<file path="config.mk">
export PLATFORM = sky130hd
export DESIGN_NAME = bis_front
export DESIGN_NICKNAME = d
export VERILOG_FILES = /design/src/design/bis_pkg.sv /design/src/design/bis_front.sv
export SDC_FILE = /design/constraint.sdc
export NUM_CORES = 1
export LEC_CHECK = 0
export ABC_AREA = 1
export ABC_CLOCK_PERIOD_IN_PS = 6300
export BUFFER_PORTS_ARGS = -buffer_cell sky130_fd_sc_hd__clkbuf_2
export CORE_ASPECT_RATIO = 1.75
export CORE_MARGIN = 3
export CORE_UTILIZATION = 41
export DETAILED_ROUTE_END_ITERATION = 8
export GPL_TIMING_DRIVEN = 0
export PLACE_DENSITY = 0.95
export REMOVE_ABC_BUFFERS = 1
export SLEW_MARGIN = 20
export SYNTH_ARGS = -nofsm -noshare
export SYNTH_HDL_FRONTEND = slang
export SYNTH_SLANG_ARGS = --single-unit
</file>
<file path="constraint.sdc">
create_clock -name vclk -period 6.3
set_input_delay 1.89 -clock vclk [all_inputs]
set_output_delay 1.89 -clock vclk [all_outputs]
set_load 0.005 [all_outputs]
</file>
<file path="src/design/bis_pkg.sv">
// ============================================================================
// bis_pkg
// Shared types and constants of the bilinear image sampler: word layouts
// between the front end, the job queue and the sampling back end.
// ============================================================================
`default_nettype none

package bis_pkg;

    localparam int COORD_W    = 21;   // sample coordinate width
    localparam int PIX_W      = 8;    // pixel width
    localparam int INT_W      = 16;   // result intensity width
    localparam int OUT_FRAC   = 8;    // fraction bits of the result
    localparam int DIM_W      = 10;   // width of a dimension register write
    localparam int HALF_W     = 11;   // bank row/column index, largest store
    localparam int WGT_W      = 16;   // weight field, largest fraction
    localparam int MID_DEPTH  = 4;    // job queue depth
    localparam int OUT_DEPTH  = 8;    // result queue depth
    localparam int OUT_CNT_W  = $clog2(OUT_DEPTH + 1);

    localparam logic MODE_LOAD   = 1'b0;
    localparam logic MODE_SAMPLE = 1'b1;

    localparam logic REG_WIDTH  = 1'b0;
    localparam logic REG_HEIGHT = 1'b1;

    typedef struct packed {
        logic tl;
        logic tr;
        logic bl;
        logic br;
    } t_taps;

    typedef struct packed {
        logic              is_sample;
        logic              last;
        logic              ld_ok;
        logic [PIX_W-1:0]  pix;
        logic [HALF_W-1:0] row_ev;
        logic [HALF_W-1:0] row_od;
        logic [HALF_W-1:0] col_ev;
        logic [HALF_W-1:0] col_od;
        logic              fy0;
        logic              fx0;
        logic [WGT_W-1:0]  wx;
        logic [WGT_W-1:0]  wy;
        t_taps             tap_on;
    } t_job;

    typedef struct packed {
        logic [INT_W-1:0] intensity;
        logic             end_of_set;
    } t_result;

    typedef struct packed {
        logic       res_vld;
        logic [1:0] inflight;
    } t_back_stat;

endpackage

`default_nettype wire

</file>
<file path="src/design/bis_front.sv">
// ============================================================================
// bis_front
// Classifies an input word: a load becomes a store write, a sample is split
// into floor, weight, bounds checks and parity bank indexes.
// ============================================================================
`default_nettype none

module bis_front #(
    parameter int MAX_WIDTH  = 512,
    parameter int MAX_HEIGHT = 512,
    parameter int FRAC_BITS  = 8
) (
    input  wire logic                                i_mode,
    input  wire logic [bis_pkg::PIX_W-1:0]           i_pixel_value,
    input  wire logic [8:0]                          i_pixel_col,
    input  wire logic [8:0]                          i_pixel_row,
    input  wire logic signed [bis_pkg::COORD_W-1:0]  i_sample_x,
    input  wire logic signed [bis_pkg::COORD_W-1:0]  i_sample_y,
    input  wire logic                                i_last_sample,
    input  wire logic [$clog2(MAX_WIDTH+1)-1:0]      i_width,
    input  wire logic [$clog2(MAX_HEIGHT+1)-1:0]     i_height,
    output bis_pkg::t_job                            o_job
);

    import bis_pkg::*;

    logic signed [COORD_W-1:0] fx_full, fy_full;
    logic [COORD_W-1:0]        fx_u, fy_u;
    logic [COORD_W-1:0]        wmax_e, hmax_e;
    logic [FRAC_BITS-1:0]      wx, wy;
    logic                      fx_ok, fy_ok, rx_ok, ry_ok;
    logic                      wx_nz, wy_nz;
    logic [HALF_W-1:0]         fx_half, fy_half;
    logic [HALF_W-1:0]         ld_col_half, ld_row_half;

    always_comb begin
        fx_full = i_sample_x >>> FRAC_BITS;
        fy_full = i_sample_y >>> FRAC_BITS;
        fx_u    = fx_full;
        fy_u    = fy_full;
        wx      = i_sample_x[FRAC_BITS-1:0];
        wy      = i_sample_y[FRAC_BITS-1:0];
        wx_nz   = |wx;
        wy_nz   = |wy;
        wmax_e  = COORD_W'(i_width) - 1'b1;
        hmax_e  = COORD_W'(i_height) - 1'b1;

        fx_ok = !i_sample_x[COORD_W-1] && (fx_u <= wmax_e);
        fy_ok = !i_sample_y[COORD_W-1] && (fy_u <= hmax_e);
        // raw coordinate up to (max index) with a zero fraction
        rx_ok = !i_sample_x[COORD_W-1] && ((fx_u < wmax_e) || ((fx_u == wmax_e) && !wx_nz));
        ry_ok = !i_sample_y[COORD_W-1] && ((fy_u < hmax_e) || ((fy_u == hmax_e) && !wy_nz));

        fx_half     = fx_full[HALF_W:1];
        fy_half     = fy_full[HALF_W:1];
        ld_col_half = HALF_W'(i_pixel_col[8:1]);
        ld_row_half = HALF_W'(i_pixel_row[8:1]);

        o_job = '0;
        o_job.last = i_last_sample;
        o_job.pix  = i_pixel_value;
        if (i_mode == MODE_LOAD) begin
            o_job.is_sample = 1'b0;
            o_job.ld_ok     = (32'(i_pixel_col) < MAX_WIDTH) && (32'(i_pixel_row) < MAX_HEIGHT);
            o_job.row_ev    = ld_row_half;
            o_job.row_od    = ld_row_half;
            o_job.col_ev    = ld_col_half;
            o_job.col_od    = ld_col_half;
            o_job.fy0       = i_pixel_row[0];
            o_job.fx0       = i_pixel_col[0];
        end else begin
            o_job.is_sample = 1'b1;
            // even bank holds whichever of floor and floor+1 is even
            o_job.row_ev    = fy_half + HALF_W'(fy_full[0]);
            o_job.row_od    = fy_half;
            o_job.col_ev    = fx_half + HALF_W'(fx_full[0]);
            o_job.col_od    = fx_half;
            o_job.fy0       = fy_full[0];
            o_job.fx0       = fx_full[0];
            o_job.wx        = WGT_W'(wx);
            o_job.wy        = WGT_W'(wy);
            // a tap with zero weight is gated off, its value never matters
            o_job.tap_on.tl = fx_ok && fy_ok;
            o_job.tap_on.tr = rx_ok && fy_ok && wx_nz;
            o_job.tap_on.bl = fx_ok && ry_ok && wy_nz;
            o_job.tap_on.br = rx_ok && ry_ok && wx_nz && wy_nz;
        end
    end

endmodule

`default_nettype wire

</file>
==> flow_metrics.py <==
metrics = {
    "critical_path": {
        "path_cells": "buf_8 > inv_6 > ha_4 > nand2_2 > or3_4 > nor3_4 > nand3b_1 > buf_6 > ha_4 > nand2_4 > nor2_4 > nand2_2 > nor2_1 > a21oi_2 > nand2_1 > nand2_1 > nand2_2 > inv_2 > nand2_2 > nor2_1 > buf_2",
        "path_class": "primary input to output pin",
        "path_common_cell": "nand2_2",
        "crit_path_start_kind": "primary input",
        "crit_slowest_cell": "or3_4",
        "end_kind": "output pin",
        "critPathBufInv": 5,
        "crit_path_max_fanout": 3,
        "arrival_ns": 4.27,
        "critPathTopFamily": "simple AND/OR/NAND/NOR gates",
        "max_stage_delay_ns": 0.35,
        "worstPathRequired_ns": 4.41,
    },
    "synthesis": {
        "synth.largest_area_cell": "nand2_1",
        "muxShareOfSynthArea_pct": 0.451,
        "synth_cell_types": 34,
        "syn-cell-area_mm2": 0.00222,
        "yosys.area_share.simple_pct": 40.5,
        "synthAdderAreaFrac_pct": 19.2,
        "syn_area_per_cell_um2": 5.41,
        "synth-compound-area-share_pct": 9.86,
        "yosysWarnings": 0,
        "syn_inst": 410,
        "ys_seq_area_share_pct": 0,
        "synthTopCellsByCount": "nand2_1 (123), inv_1 (69), nor2_1 (37)",
        "yosysMostFrequentCell": "nand2_1",
        "synth_top_family_by_area": "simple AND/OR/NAND/NOR gates",
        "netlist_top_cells_area": "nand2_1 (21%), ha_1 (19%), inv_1 (12%), buf_4 (8.8%), nor2_1 (6.3%)",
        "yosys.area.top_type_share_pct": 20.8,
        "yosys.area_share.xor_xnor_pct": 7.10,
    },
    "layout": {
        "fin_area_mm2": 0.00315,
        "multiInputGateArea_mm2": 0.00192,
        "nNetsFinal": 682,
        "final_core_util_pct": 61.8,
        "seq_cells": 0,
        "regArea_um2": 0,
        "nFillCells": 448,
        "clockBufferCount": 0,
        "layout-drive-gt1-share_pct": 36.5,
        "diodes": 0,
        "syn2layout_area_growth_pct": 42.1,
    },
    "drt": {
        "drt-total-wl_mm": 7.84,
        "drc": 0,
        "ant_nets": 0,
        "drt-pass1-iter-count": 4,
        "vias": 3130,
        "via_per_inst": 5.13,
        "wl_per_cell_um": 12.8,
        "drt_iter0_markers": 111,
    },
    "placement": {
        "place.gp.congestion": 0.843,
        "port_buffers": 149,
        "dp_hpwl_mm": 6.23,
        "dpl_cell_area_mm2": 0.00285,
    },
    "sta": {
        "max_freq_mhz": 162,
        "final.period_utilization_pct": 97.8,
        "rsz0062_at_grt": "true",
        "post-route-min-period_ns": 6.16,
        "maxSlewViolCount": 0,
        "tightest_slew_ns": 1.00,
        "hold_viol_final": 0,
        "slew_headroom_pct": 33.3,
        "setup_viol": 0,
        "finalSetupTns_ns": 0,
    },
    "hold_path": {
        "holdCritPathClass": "primary input to output pin",
    },
    "power": {
        "p_leak_nw": 2.00,
        "power.density_mw_per_mm2": 61.4,
        "peakVddDrop_mv": 0.0318,
        "finalPower_mw": 0.194,
    },
    "floorplan": {
        "io_pins": 183,
        "initial_core_util_pct": 43.5,
        "die-area_mm2": 0.00637,
        "core_mm2": 0.00510,
        "rows": 34,
        "die_y_um": 103,
        "die_w_um": 61.6,
    },
    "global_routing": {
        "grt_max_degree": 55,
        "grt_pass1_wl_mm": 11.5,
        "grt_usage_pct": 22.5,
        "grt_overflow_total": 0,
        "grt_antenna_before_repair": 0,
        "grt_pass1_vias": 2811,
    },
    "run_status": {
        "status": "finished clean",
    },
    "job": {
        "maxCapViolations": 0,
    },
}
## cell usage in the layout (no fill, tap or decap), types with 3 or more instances in the layout
master | synthesis | final
o21ai_0 | 19 | 19
ha_1 | 34 | 29
conb_1 | 1 | 16
clkbuf_2 | 0 | 145
nor2_1 | 37 | 35
nand2_2 | 2 | 9
inv_2 | 1 | 4
nand4_1 | 7 | 7
nand2_1 | 123 | 115
inv_1 | 69 | 65
nand3b_1 | 3 | 3
nor3_1 | 7 | 6
ha_4 | 0 | 5
buf_4 | 26 | 16
xnor2_1 | 4 | 4
a21oi_1 | 15 | 13
nand3_1 | 15 | 14
xor2_1 | 14 | 14
a31oi_1 | 6 | 6
## worst paths after layout
path | start | to | slack, ns | cells after the start
worst max-delay path | i_height[0] | o_job[2] | 0.14 | 21
worst min-delay path | i_last_sample | o_job[91] | 3.78 | 0
## cell type report
type	count	area share (%)
timing repair buffer	166	28.3
tap	54	2.14
multi-input combinational	319	60.8
inverter	71	8.69
## cells by family after synthesis
kind of cell    Yosys count
xor+xnor                 18
mux                       1
simple gates            208
compound gates           42
buf+inv                 106
other cells               1
fa+ha+maj                34
## per-layer routing
metal | track usage, % | up-vias | wire (um)
li1 | - | 1548 | -
met1 | 20.1 | 1400 | 2600
met2 | 45.0 | 157 | 4410
met3 | 5.71 | 25 | 579
met4 | 8.66 | 0 | 252
met5 | 0 | - | 0
## report_power, final
part / switching (mW) / leakage (nW) / internal (mW) / total [mW]
clock network: 0 / 0 / 0 / 0
registers: 0 / 0 / 0 / 0
logic: 0.108 / 2.00 / 0.0854 / 0.194
total: 0.108 / 2.00 / 0.0854 / 0.194
## timing repair
item / in CTS / in global routing
hold buffers: 0 / 0
pin swaps: 13 / 18
setup buffers: 9 / 8
gates resized for setup: 14 / 26
cloned: 0 / 0
endpoints found under the setup margin: 4 / 4
## metrics by stage
step / setup slack [ns] / hold WS [ns] / std cells
2_1_floorplan: 0.375 / 3.78 / 390
3_3_place_gp: -0.108 / 3.78 / 593
3_5_place_dp: -0.176 / 3.78 / 593
4_1_cts: -0.0274 / 3.78 / 602
5_1_grt: -0.0456 / 3.78 / 610
6_report: 0.138 / 3.78 / 610
No activity file was read; power rests on OpenSTA's default activity.
