<file path="src/design/bis_fifo.sv">
// ============================================================================
// bis_fifo
// Small register queue with first-word-fall-through read and a fill count.
// ============================================================================
`default_nettype none

module bis_fifo #(
    parameter int WIDTH = 8,
    parameter int DEPTH = 4
) (
    input  wire logic                           i_clk,
    input  wire logic                           i_rst_n,
    input  wire logic                           i_push,
    input  wire logic [WIDTH-1:0]               i_wdata,
    output logic                                o_full,
    input  wire logic                           i_pop,
    output logic [WIDTH-1:0]                    o_rdata,
    output logic                                o_empty,
    output logic [$clog2(DEPTH+1)-1:0]          o_count
);

    localparam int PW = (DEPTH > 1) ? $clog2(DEPTH) : 1;
    localparam int CW = $clog2(DEPTH + 1);

    logic [WIDTH-1:0] r_mem [DEPTH];
    logic [PW-1:0]    r_wp, n_wp;
    logic [PW-1:0]    r_rp, n_rp;
    logic [CW-1:0]    r_cnt, n_cnt;
    logic             do_push, do_pop;

    always_comb begin
        do_push = i_push && (r_cnt != CW'(DEPTH));
        do_pop  = i_pop && (r_cnt != '0);
        n_wp    = r_wp;
        n_rp    = r_rp;
        if (do_push) begin
            n_wp = (r_wp == PW'(DEPTH - 1)) ? '0 : r_wp + 1'b1;
        end
        if (do_pop) begin
            n_rp = (r_rp == PW'(DEPTH - 1)) ? '0 : r_rp + 1'b1;
        end
        unique case ({do_push, do_pop})
            2'b10:   n_cnt = r_cnt + 1'b1;
            2'b01:   n_cnt = r_cnt - 1'b1;
            default: n_cnt = r_cnt;
        endcase
    end

    always_ff @(posedge i_clk) begin
        if (!i_rst_n) begin
            r_wp  <= '0;
            r_rp  <= '0;
            r_cnt <= '0;
        end else begin
            r_wp  <= n_wp;
            r_rp  <= n_rp;
            r_cnt <= n_cnt;
        end
    end

    always_ff @(posedge i_clk) begin
        if (do_push) begin
            r_mem[r_wp] <= i_wdata;
        end
    end

    assign o_rdata = r_mem[r_rp];
    assign o_full  = (r_cnt == CW'(DEPTH));
    assign o_empty = (r_cnt == '0);
    assign o_count = r_cnt;

endmodule

`default_nettype wire

</file>
<file path="config.mk">
export PLATFORM = sky130hd
export DESIGN_NAME = bis_fifo
export DESIGN_NICKNAME = d
export VERILOG_FILES = /design/src/design/bis_fifo.sv
export SDC_FILE = /design/constraint.sdc
export NUM_CORES = 1
export LEC_CHECK = 0
export BUFFER_PORTS_ARGS = -buffer_cell sky130_fd_sc_hd__buf_4
export CAP_MARGIN = 40
export CORE_MARGIN = 2
export CORE_UTILIZATION = 45
export DETAILED_ROUTE_END_ITERATION = 8
export PLACE_DENSITY_LB_ADDON = 0.2
export RECOVER_POWER = 25
export SLEW_MARGIN = 10
export SYNTH_ARGS = -nofsm -noshare
export SYNTH_HDL_FRONTEND = slang
export SYNTH_SLANG_ARGS = --single-unit
</file>
<file path="constraint.sdc">
create_clock -name i_clk -period 2.48 [get_ports i_clk]
set_input_delay 0.496 -clock i_clk [delete_from_list [all_inputs] [get_ports i_clk]]
set_output_delay 0.496 -clock i_clk [all_outputs]
set_load 0.03 [all_outputs]
</file>
==> results of run 1 <==
per-layer routing:
layer  up-vias  part of all wire, %  wire length (um)  global-route usage [%]
met5         -                    0                 0                       0
met4         0                  1.9                48                    4.79
met3         7                  4.4               108                    4.69
met2        22                   52              1290                    23.2
met1       419                   41              1020                    15.9
li1        416                    -                 -                       -
per-stage QoR:
step	util [%]	setup WS (ps)
2_1_floorplan	-	82.0
3_3_place_gp	55.0	363
3_5_place_dp	55.0	241
4_1_cts	56.4	168
5_1_grt	55.7	74.7
6_report	55.7	237
synth_stat cells:
| cell type | count |
|---|---|
| ha_1 | 6 |
| o21ai_0 | 4 |
| nor3b_2 | 1 |
| nand3_1 | 2 |
| dfxtp_1 | 9 |
| inv_1 | 7 |
| fa_1 | 1 |
| and2_1 | 6 |
| mux2i_1 | 2 |
| nor2_1 | 2 |
| a21boi_0 | 1 |
| nor2b_1 | 1 |
| nand2_1 | 7 |
| mux4_2 | 8 |
| xnor2_1 | 1 |
| clkbuf_1 | 2 |
| or3_1 | 1 |
| buf_2 | 2 |
| o31ai_1 | 1 |
| edfxtp_1 | 32 |
| xor2_1 | 1 |
| nor3_1 | 1 |
how the worst min path moves through the flow:
stage,to,slack (ps),cells past startpoint
after floorplan,r_wp[1],470,2
after global placement,r_wp[1],490,2
after detailed placement,r_wp[1],520,2
after CTS,r_mem[1][3],340,1
after global routing,r_mem[3][7],350,1
final,r_mem[1][7],370,1
logic make-up (layout without fill, tap and decap cells):
kind of cell    Yosys count  after routing  share of synthesized area, %
flops                    41             41                          69.4
xor+xnor                  2              2                          1.07
compound gates            6              6                          2.13
fa+ha+maj                 7              7                          5.78
mux                      10             10                          12.2
buf+inv                  11             39                          2.66
simple gates             21             21                          6.77
where the power goes:
part	internal [mW]	leakage (nW)	switching [mW]	total [mW]
sequential	0.840	0.368	0.0772	0.918
clock	0.104	0.0281	0.184	0.289
combinational	0.294	0.287	0.366	0.660
total	1.24	0.683	0.627	1.87
worst reg2reg max path, stage by stage, from the launching register on:
cell and delay [ps]:
dfxtp_1 390, nor3b_4 220, nor2b_1 140, inv_1 80, ha_1 170, inv_1 60, fa_1 370, xor2_1 160
or3_1 300, a21boi_0 180
flip-flops by register name (all words and copies together), names as in the netlist, named ones only:
| name | flops |
|---|---|
| r_rp | 2 |
| r_wp | 2 |
| o_count | 3 |
| r_mem | 32 |
layout make-up:
type | count | share of cell area, %
sequential | 41 | 60.0
multi-input combinational | 46 | 24.5
timing repair buffer | 25 | 8.68
tap | 46 | 3.02
clock buffer | 6 | 2.17
inverter | 7 | 1.38
clock inverter | 1 | 0.263
==> flow_summary.toml, run 1 <==
[outcome]
status = "completed"

[clock_network]
cts-root-buf = "clkbuf_4"
cts_setup_buffers = 0
cts_resized = 0
numCtsBuffers = 5
htree_levels = 2
clk_pin_slew_ps = 100
postCtsHoldBufs = 0
ctsLongestPathBuffers = 2
clkSinkCount = 41
insertion_delay_ps = 330
cts_tree = "built"

[drt]
dr.pass1.iters = 3
drt-initial-drc-count = 18
via_per_inst = 5.02
drtAntennaViolNets = 0
drc = 0
avgRoutedWirePerCell_um = 14.3
vias = 864
routed_wl_mm = 2.46

[finish]
nets = 145
filler_cell_count = 298
multi_input_area_um2 = 465
layout_common_cells = "32 x edfxtp_1, 19 x buf_4, 8 x mux4_2, 8 x dfxtp_1"
finalNonFillerCells = 172
drive_gt1_share_pct = 27.8
seq_area_um2 = 1140
fin_area_um2 = 1900
syn_to_final_growth_pct = 15.8
diodes = 0
layout_commonest_cell = "edfxtp_1"

[global_route]
grt_overflow = 0
grt_antenna_before_repair = 0
grt.total_usage_pct = 13.5
grt_pass1_wl_mm = 4.06
grt_pass1_vias = 894
grt_max_degree = 13

[logic_synthesis]
syn_avg_cell_area_um2 = 16.8
synth_cell_types = 22
syn-instance-count = 98
yosys_warnings = 0
ys_ff_latch = 41
yosys-top-cells-area = "edfxtp_1 58%, dfxtp_1 11%, mux4_2 11%"
syn-cell-area_um2 = 1640
syn-num-nets = 117
synth_top_area_share_pct = 58.4
yosysTopAreaCell = "edfxtp_1"
ys_seq_area_share_pct = 69.4

[floorplanning]
die-area_um2 = 4150
die_h_um = 64.4
start_util_pct = 48.1
io-pin-count = 25
fp.dieW_um = 64.4
rows = 21
core-area_um2 = 3420

[sta]
finalHoldViolCount = 0
timing.fmax_ghz = 0.446
slew_headroom_pct = 63.4
tightestPinTransition_ps = 544
whs_ps = 367
finClkSkew_ps = 6.48
setup_viol = 0
fin_setup_tns_ps = 0
finalMaxSlewViolations = 0
finalCriticalPeriod_ps = 2240
period_share_pct = 90.5
rsz0062_at_grt = "no"

[worst_setup_path]
r2r_start = "o_count[1]"
crit_required_ps = 1980
crit_path_frequent_cell = "buf_4"
cp.arrival_ps = 1750
cp_cell_sequence = "buf_4 -> mux4_2 -> buf_4"
cp_top_family = "flip-flops"
ff2ff_setup_slack_ps = 330
crit_end = "o_rdata[5]"
crit_fanout = 5
crit_slowest_cell = "dfxtp_1"
critPathLaunchType = "flop"
cp_num_cells = 3
crit_buf_inv = 2
rr_worst_depth = 9
rr_endpoint = "o_count[2]"
path_class = "reg -> out"
crit_path_max_incr_delay_ps = 510
end_kind = "primary output"

[placed_design]
io_buffers = 24
place_inst = 165
gp_congestion = 0.646
dpl-instance-area_um2 = 1880
dp_hpwl_mm = 1.81

[power_and_ir_drop]
power_leakage_nw = 0.683
p_total_mw = 1.87
powerDensity_nw_per_um2 = 981
peakVddDrop_uv = 520

[hold_path]
min-delay-start = "i_wdata[7]"
hold_class = "in -> reg"

[flow_run]
max-cap-violations = 0
(Power assumes the default switching activity.)
==> run 2, diff against run 1 <==
Settings changed: ABC_AREA set to 1.
==> run 2 against run 1 <==
Effect of this change:
- wire length increased by 23%
- sequential share of layout area decreased by 3.4 points
- die area increased by 2.8%
- critical path type unchanged
- critical endpoint is now o_rdata[3]
==> flow_summary.toml, run 2 <==
[logic_synthesis]
syn-num-nets = 165
synth_top_family_by_area = "simple AND/OR/NAND/NOR gates"
yosys-top-cells-area = "edfxtp_1 57%, dfxtp_1 11%, nor2_1 6.2%"
yosys_warnings = 0
synth-simple-area-share_pct = 11.8
synth_xor_area_share_pct = 0
synth_cell_types = 20
syn-instance-count = 146
synthMuxAreaShare_pct = 0
synth_compound_area_share_pct = 9.90
ys.flop_type = "edfxtp_1"
syn_avg_cell_area_um2 = 11.6
async_flop_share_pct = 0
syn-cell-area_um2 = 1690
synth_edf_count = 32
synthAdderAreaFrac_pct = 5.62
yosysTopAreaCell = "edfxtp_1"
ys_seq_area_share_pct = 67.4
synthTopCellsByCount = "32 x edfxtp_1, 28 x nor2_1, 17 x inv_1, 14 x o21ai_0, 12 x nand2_1"
yosysMostFrequentCell = "edfxtp_1"
synth_top_area_share_pct = 56.8
ys_ff_latch = 41

[placed_design]
place_inst = 221
gp_congestion = 0.706
dpl-instance-area_um2 = 1950
dp_hpwl_mm = 2.10
io_buffers = 24

[global_route]
grt_pass1_vias = 1051
grt_antenna_before_repair = 0
grt.total_usage_pct = 15.6
grt_max_degree = 17
grt_pass1_wl_mm = 4.76
grt_overflow = 0

[floorplanning]
rows = 22
io-pin-count = 25
start_util_pct = 46.6
fp.dieW_um = 65.3
die-area_um2 = 4270
core-area_um2 = 3630
die_h_um = 65.3

[clock_network]
cts-root-buf = "clkbuf_8"
clkSinkCount = 41
ctsLongestPathBuffers = 2
cts_tree = "built"
cts_setup_buffers = 0
htree_levels = 2
clk_pin_slew_ps = 70
postCtsHoldBufs = 0
numCtsBuffers = 5
cts_resized = 0
insertion_delay_ps = 290

[power_and_ir_drop]
power_leakage_nw = 0.809
powerDensity_nw_per_um2 = 1110
peakVddDrop_uv = 599
p_total_mw = 2.23

[finish]
fin_area_um2 = 2020
syn_to_final_growth_pct = 19.1
largest_reg_flops = 32
nets = 199
diodes = 0
drive_gt1_share_pct = 19.9
largest-register = "r_mem"
filler_cell_count = 315
postLayoutCoreUtil_pct = 55.5
layout_commonest_cell = "edfxtp_1"
layout_common_cells = "32 x edfxtp_1, 28 x nor2_1, 23 x buf_4, 17 x inv_1, 14 x o21ai_0"
finalNonFillerCells = 229

[sta]
tightestPinTransition_ps = 427
timing.fmax_ghz = 0.478
finalHoldViolCount = 0
finalCriticalPeriod_ps = 2090
finalMaxSlewViolations = 0
setup_viol = 0
period_share_pct = 84.4
slew_headroom_pct = 71.5
fin_setup_tns_ps = 0
rsz0062_at_grt = "no"
finClkSkew_ps = 5.99

[drt]
avgRoutedWirePerCell_um = 13.3
routed_wl_mm = 3.04
via_per_inst = 4.91
dr.pass1.iters = 4
drtAntennaViolNets = 0
drt-initial-drc-count = 52
drc = 0
vias = 1125

[worst_setup_path]
path_class = "reg -> out"
cp.arrival_ps = 1600
crit_required_ps = 1980
crit_fanout = 16
end_kind = "primary output"
critPathLaunchType = "flop"

[flow_run]
max-cap-violations = 0

[outcome]
status = "completed"

[hold_path]
hold_class = "in -> reg"
## run 2: metrics by stage
step | hold slack [ps] | worst slack [ps]
after floorplan | 483 | 482
after global placement | 520 | 707
after detailed placement | 540 | 632
after CTS | 392 | 358
after global routing | 401 | 224
final | 415 | 387
## run 2: per-layer routing
| metal | GRT usage, % | routed length [um] | vias up |
|---|---|---|---|
| li1 | - | - | 563 |
| met1 | 16.2 | 1220 | 531 |
| met2 | 27.9 | 1630 | 29 |
| met3 | 5.99 | 177 | 2 |
| met4 | 6.25 | 10 | 0 |
| met5 | 0 | 0 | - |
## run 2: critical path, stage by stage (launching register included)
cell     delay [ps]
dfxtp_1         580
inv_2           240
o21ai_0         230
o22ai_1          90
buf_4           170
## run 2: cell type report
cell class	instances	area, um^2	area share, %
Multi-Input combinational cell	85	462	22.9
Tap cell	48	60.1	2.98
Timing Repair Buffer	29	195	9.68
Clock buffer	8	90.1	4.47
Sequential cell	41	1140	56.6
Inverter	18	67.6	3.35
## run 2: cells by family after synthesis
| kind of cell | Yosys count |
|---|---|
| and+or+nand+nor | 48 |
| adders and majority gates | 7 |
| AOI/OAI and AO/OA | 30 |
| buffers and inverters | 20 |
| DFF | 41 |
## run 2: path summary, 6_finish.rpt
path                       to  depth (start not counted)  startpoint  slack [ps]
setup / recovery   o_rdata[3]                          4        flop         390
hold / removal    r_mem[3][6]                          1  i_wdata[6]         410
setup reg to reg   o_count[2]                         12  o_count[2]         650
hold reg to reg       r_rp[1]                          2     r_rp[1]         540
## run 2: power breakdown
group / leakage, nW / internal (mW) / switching [mW]
combinational: 0.395 / 0.311 / 0.568
sequential: 0.368 / 0.842 / 0.0767
clock: 0.0455 / 0.227 / 0.205
==> run 3, diff against run 2 <==
Settings changed: ABC_AREA 1 to 0.
Clock period 2.48 ns to 1.9 ns, I/O delays scaled along.
==> run 3 against run 2 <==
Effect of this change:
- non-clock buffer count up 6
- clock skew up 6.6 ps
- via count down 21%
- largest power group unchanged
- combinational power up 25%
- clock power down 3%
- wire length down 15%
- utilization up 4.9 points
- critical path depth down 1
- sequential share of layout area down 0.70 points
- global-route usage down 1.1 points
- count of clock-buffer cells in the layout down 2
- setup slack worse by 390 ps
==> flow_summary.toml, run 3 (synthesis results as in run 1) <==
[outcome]
status = "completed"

[worst_setup_path]
end_kind = "primary output"
crit_slowest_cell = "mux4_2"
cp_cell_sequence = "buf_12 -> mux4_2 -> buf_6"
crit_required_ps = 1520
path_class = "reg -> out"
crit_path_max_incr_delay_ps = 520
crit_buf_inv = 2
crit_fanout = 8
cp.arrival_ps = 1520
cp_top_family = "multiplexers"
critPathLaunchType = "flop"

[finish]
largest-register = "r_mem"
diodes = 0
nets = 155
layout_common_cells = "32 x edfxtp_1, 20 x buf_4, 8 x mux4_2, 8 x buf_6"
fin_area_um2 = 2060
largest_reg_flops = 32
drive_gt1_share_pct = 40.1
filler_cell_count = 265
syn_to_final_growth_pct = 25.5
layout_commonest_cell = "edfxtp_1"
postLayoutCoreUtil_pct = 60.4
finalNonFillerCells = 183

[clock_network]
htree_levels = 2
postCtsHoldBufs = 0
ctsLongestPathBuffers = 2
numCtsBuffers = 5
clkSinkCount = 41
cts-root-buf = "clkbuf_4"
clk_pin_slew_ps = 120
insertion_delay_ps = 350
cts_tree = "built"

[placed_design]
place_inst = 167
dp_hpwl_mm = 1.76
gp_congestion = 0.713
dpl-instance-area_um2 = 1910
io_buffers = 24

[sta]
rsz0062_at_grt = "yes"
tightestPinTransition_ps = 425
finClkSkew_ps = 12.6
slew_headroom_pct = 71.7
timing.fmax_ghz = 0.526
finalMaxSlewViolations = 0
fin_setup_tns_ps = 0
period_share_pct = 100
setup_viol = 0
finalCriticalPeriod_ps = 1900
finalHoldViolCount = 0

[power_and_ir_drop]
powerDensity_nw_per_um2 = 1310
peakVddDrop_uv = 805
power_leakage_nw = 0.750

[floorplanning]
fp.dieW_um = 64.4
die_h_um = 64.4
die-area_um2 = 4150
start_util_pct = 48.1
io-pin-count = 25
rows = 21
core-area_um2 = 3420

[global_route]
grt_pass1_vias = 921
grt_max_degree = 14
grt_antenna_before_repair = 0
grt_pass1_wl_mm = 4.26
grt_overflow = 0
grt.total_usage_pct = 14.4

[drt]
dr.pass1.iters = 4
drc = 0
via_per_inst = 4.85
vias = 887
drt-initial-drc-count = 23
drtAntennaViolNets = 0
avgRoutedWirePerCell_um = 14.1
routed_wl_mm = 2.58

[hold_path]
hold_class = "in -> reg"

[flow_run]
max-cap-violations = 0
[run 3: cell count changes in the layout (fill, tap and decap cells not counted), moves of 8 or more]
cell / previous run / this run
buf_6: 0 / 8
o21ai_0: 14 / 3
o22ai_1: 8 / 0
inv_1: 17 / 5
nor2_1: 28 / 2
mux4_2: 0 / 8
[run 3: final cells by class]
| cell class | count | area [um^2] | area share, % |
|---|---|---|---|
| multi-input combinational | 46 | 488 | 23.7 |
| tap | 46 | 57.6 | 2.79 |
| timing repair buffer | 35 | 283 | 13.7 |
| sequential | 41 | 1150 | 55.9 |
| clock buffer | 6 | 41.3 | 2.00 |
| clock inverter | 2 | 13.8 | 0.667 |
| inverter | 7 | 26.3 | 1.27 |
[run 3: repair_timing]
action / in CTS / in global routing
buffers inserted: 7 / 1
pin swaps: 1 / 3
gates resized for setup: 14 / 2
endpoints found under the setup margin: 9 / 10
[run 3: routing by layer]
metal / GRT usage (%) / up-vias / part of all wire, %
li1: - / 434 / -
met1: 16.4 / 420 / 43
met2: 24.5 / 27 / 50
met3: 4.69 / 6 / 5.0
met4: 7.18 / 0 / 2.2
met5: 0 / - / 0
[run 3: through the flow]
step	power (mW)	setup slack [ps]	hold slack, ps
floorplan	1.84	-312	468
global placement	2.12	89.9	483
detailed placement	2.15	19.7	510
CTS	2.71	-32.4	211
global route	2.87	-102	206
finish	2.70	0.126	228
[run 3: path summary, 6_finish.rpt]
path	startpoint	endpoint	slack, ps	cells after the start
setup / recovery	flop	o_rdata[2]	0.1	3
hold / removal	i_wdata[2]	r_mem[1][2]	230	1
setup reg to reg	o_count[0]	o_count[2]	10	9
hold reg to reg	r_wp[1]	r_wp[1]	520	2
[run 3: report_power, final]
| part | switching (mW) | internal (mW) | total, mW | leakage (nW) |
|---|---|---|---|---|
| sequential | 0.0792 | 1.11 | 1.19 | 0.370 |
| clock | 0.270 | 0.146 | 0.416 | 0.0288 |
| combinational | 0.547 | 0.553 | 1.10 | 0.352 |
[run 3: worst register-to-register path, delay by kind of cell (launching register included)]
family,cells,cell delay [ps]
flip-flops,1,380
buffers and inverters,2,100
XOR/XNOR,1,150
AND/OR/NAND/NOR,3,600
AO/OA/AOI/OAI,1,140
adder cells (fa/ha/maj),2,460
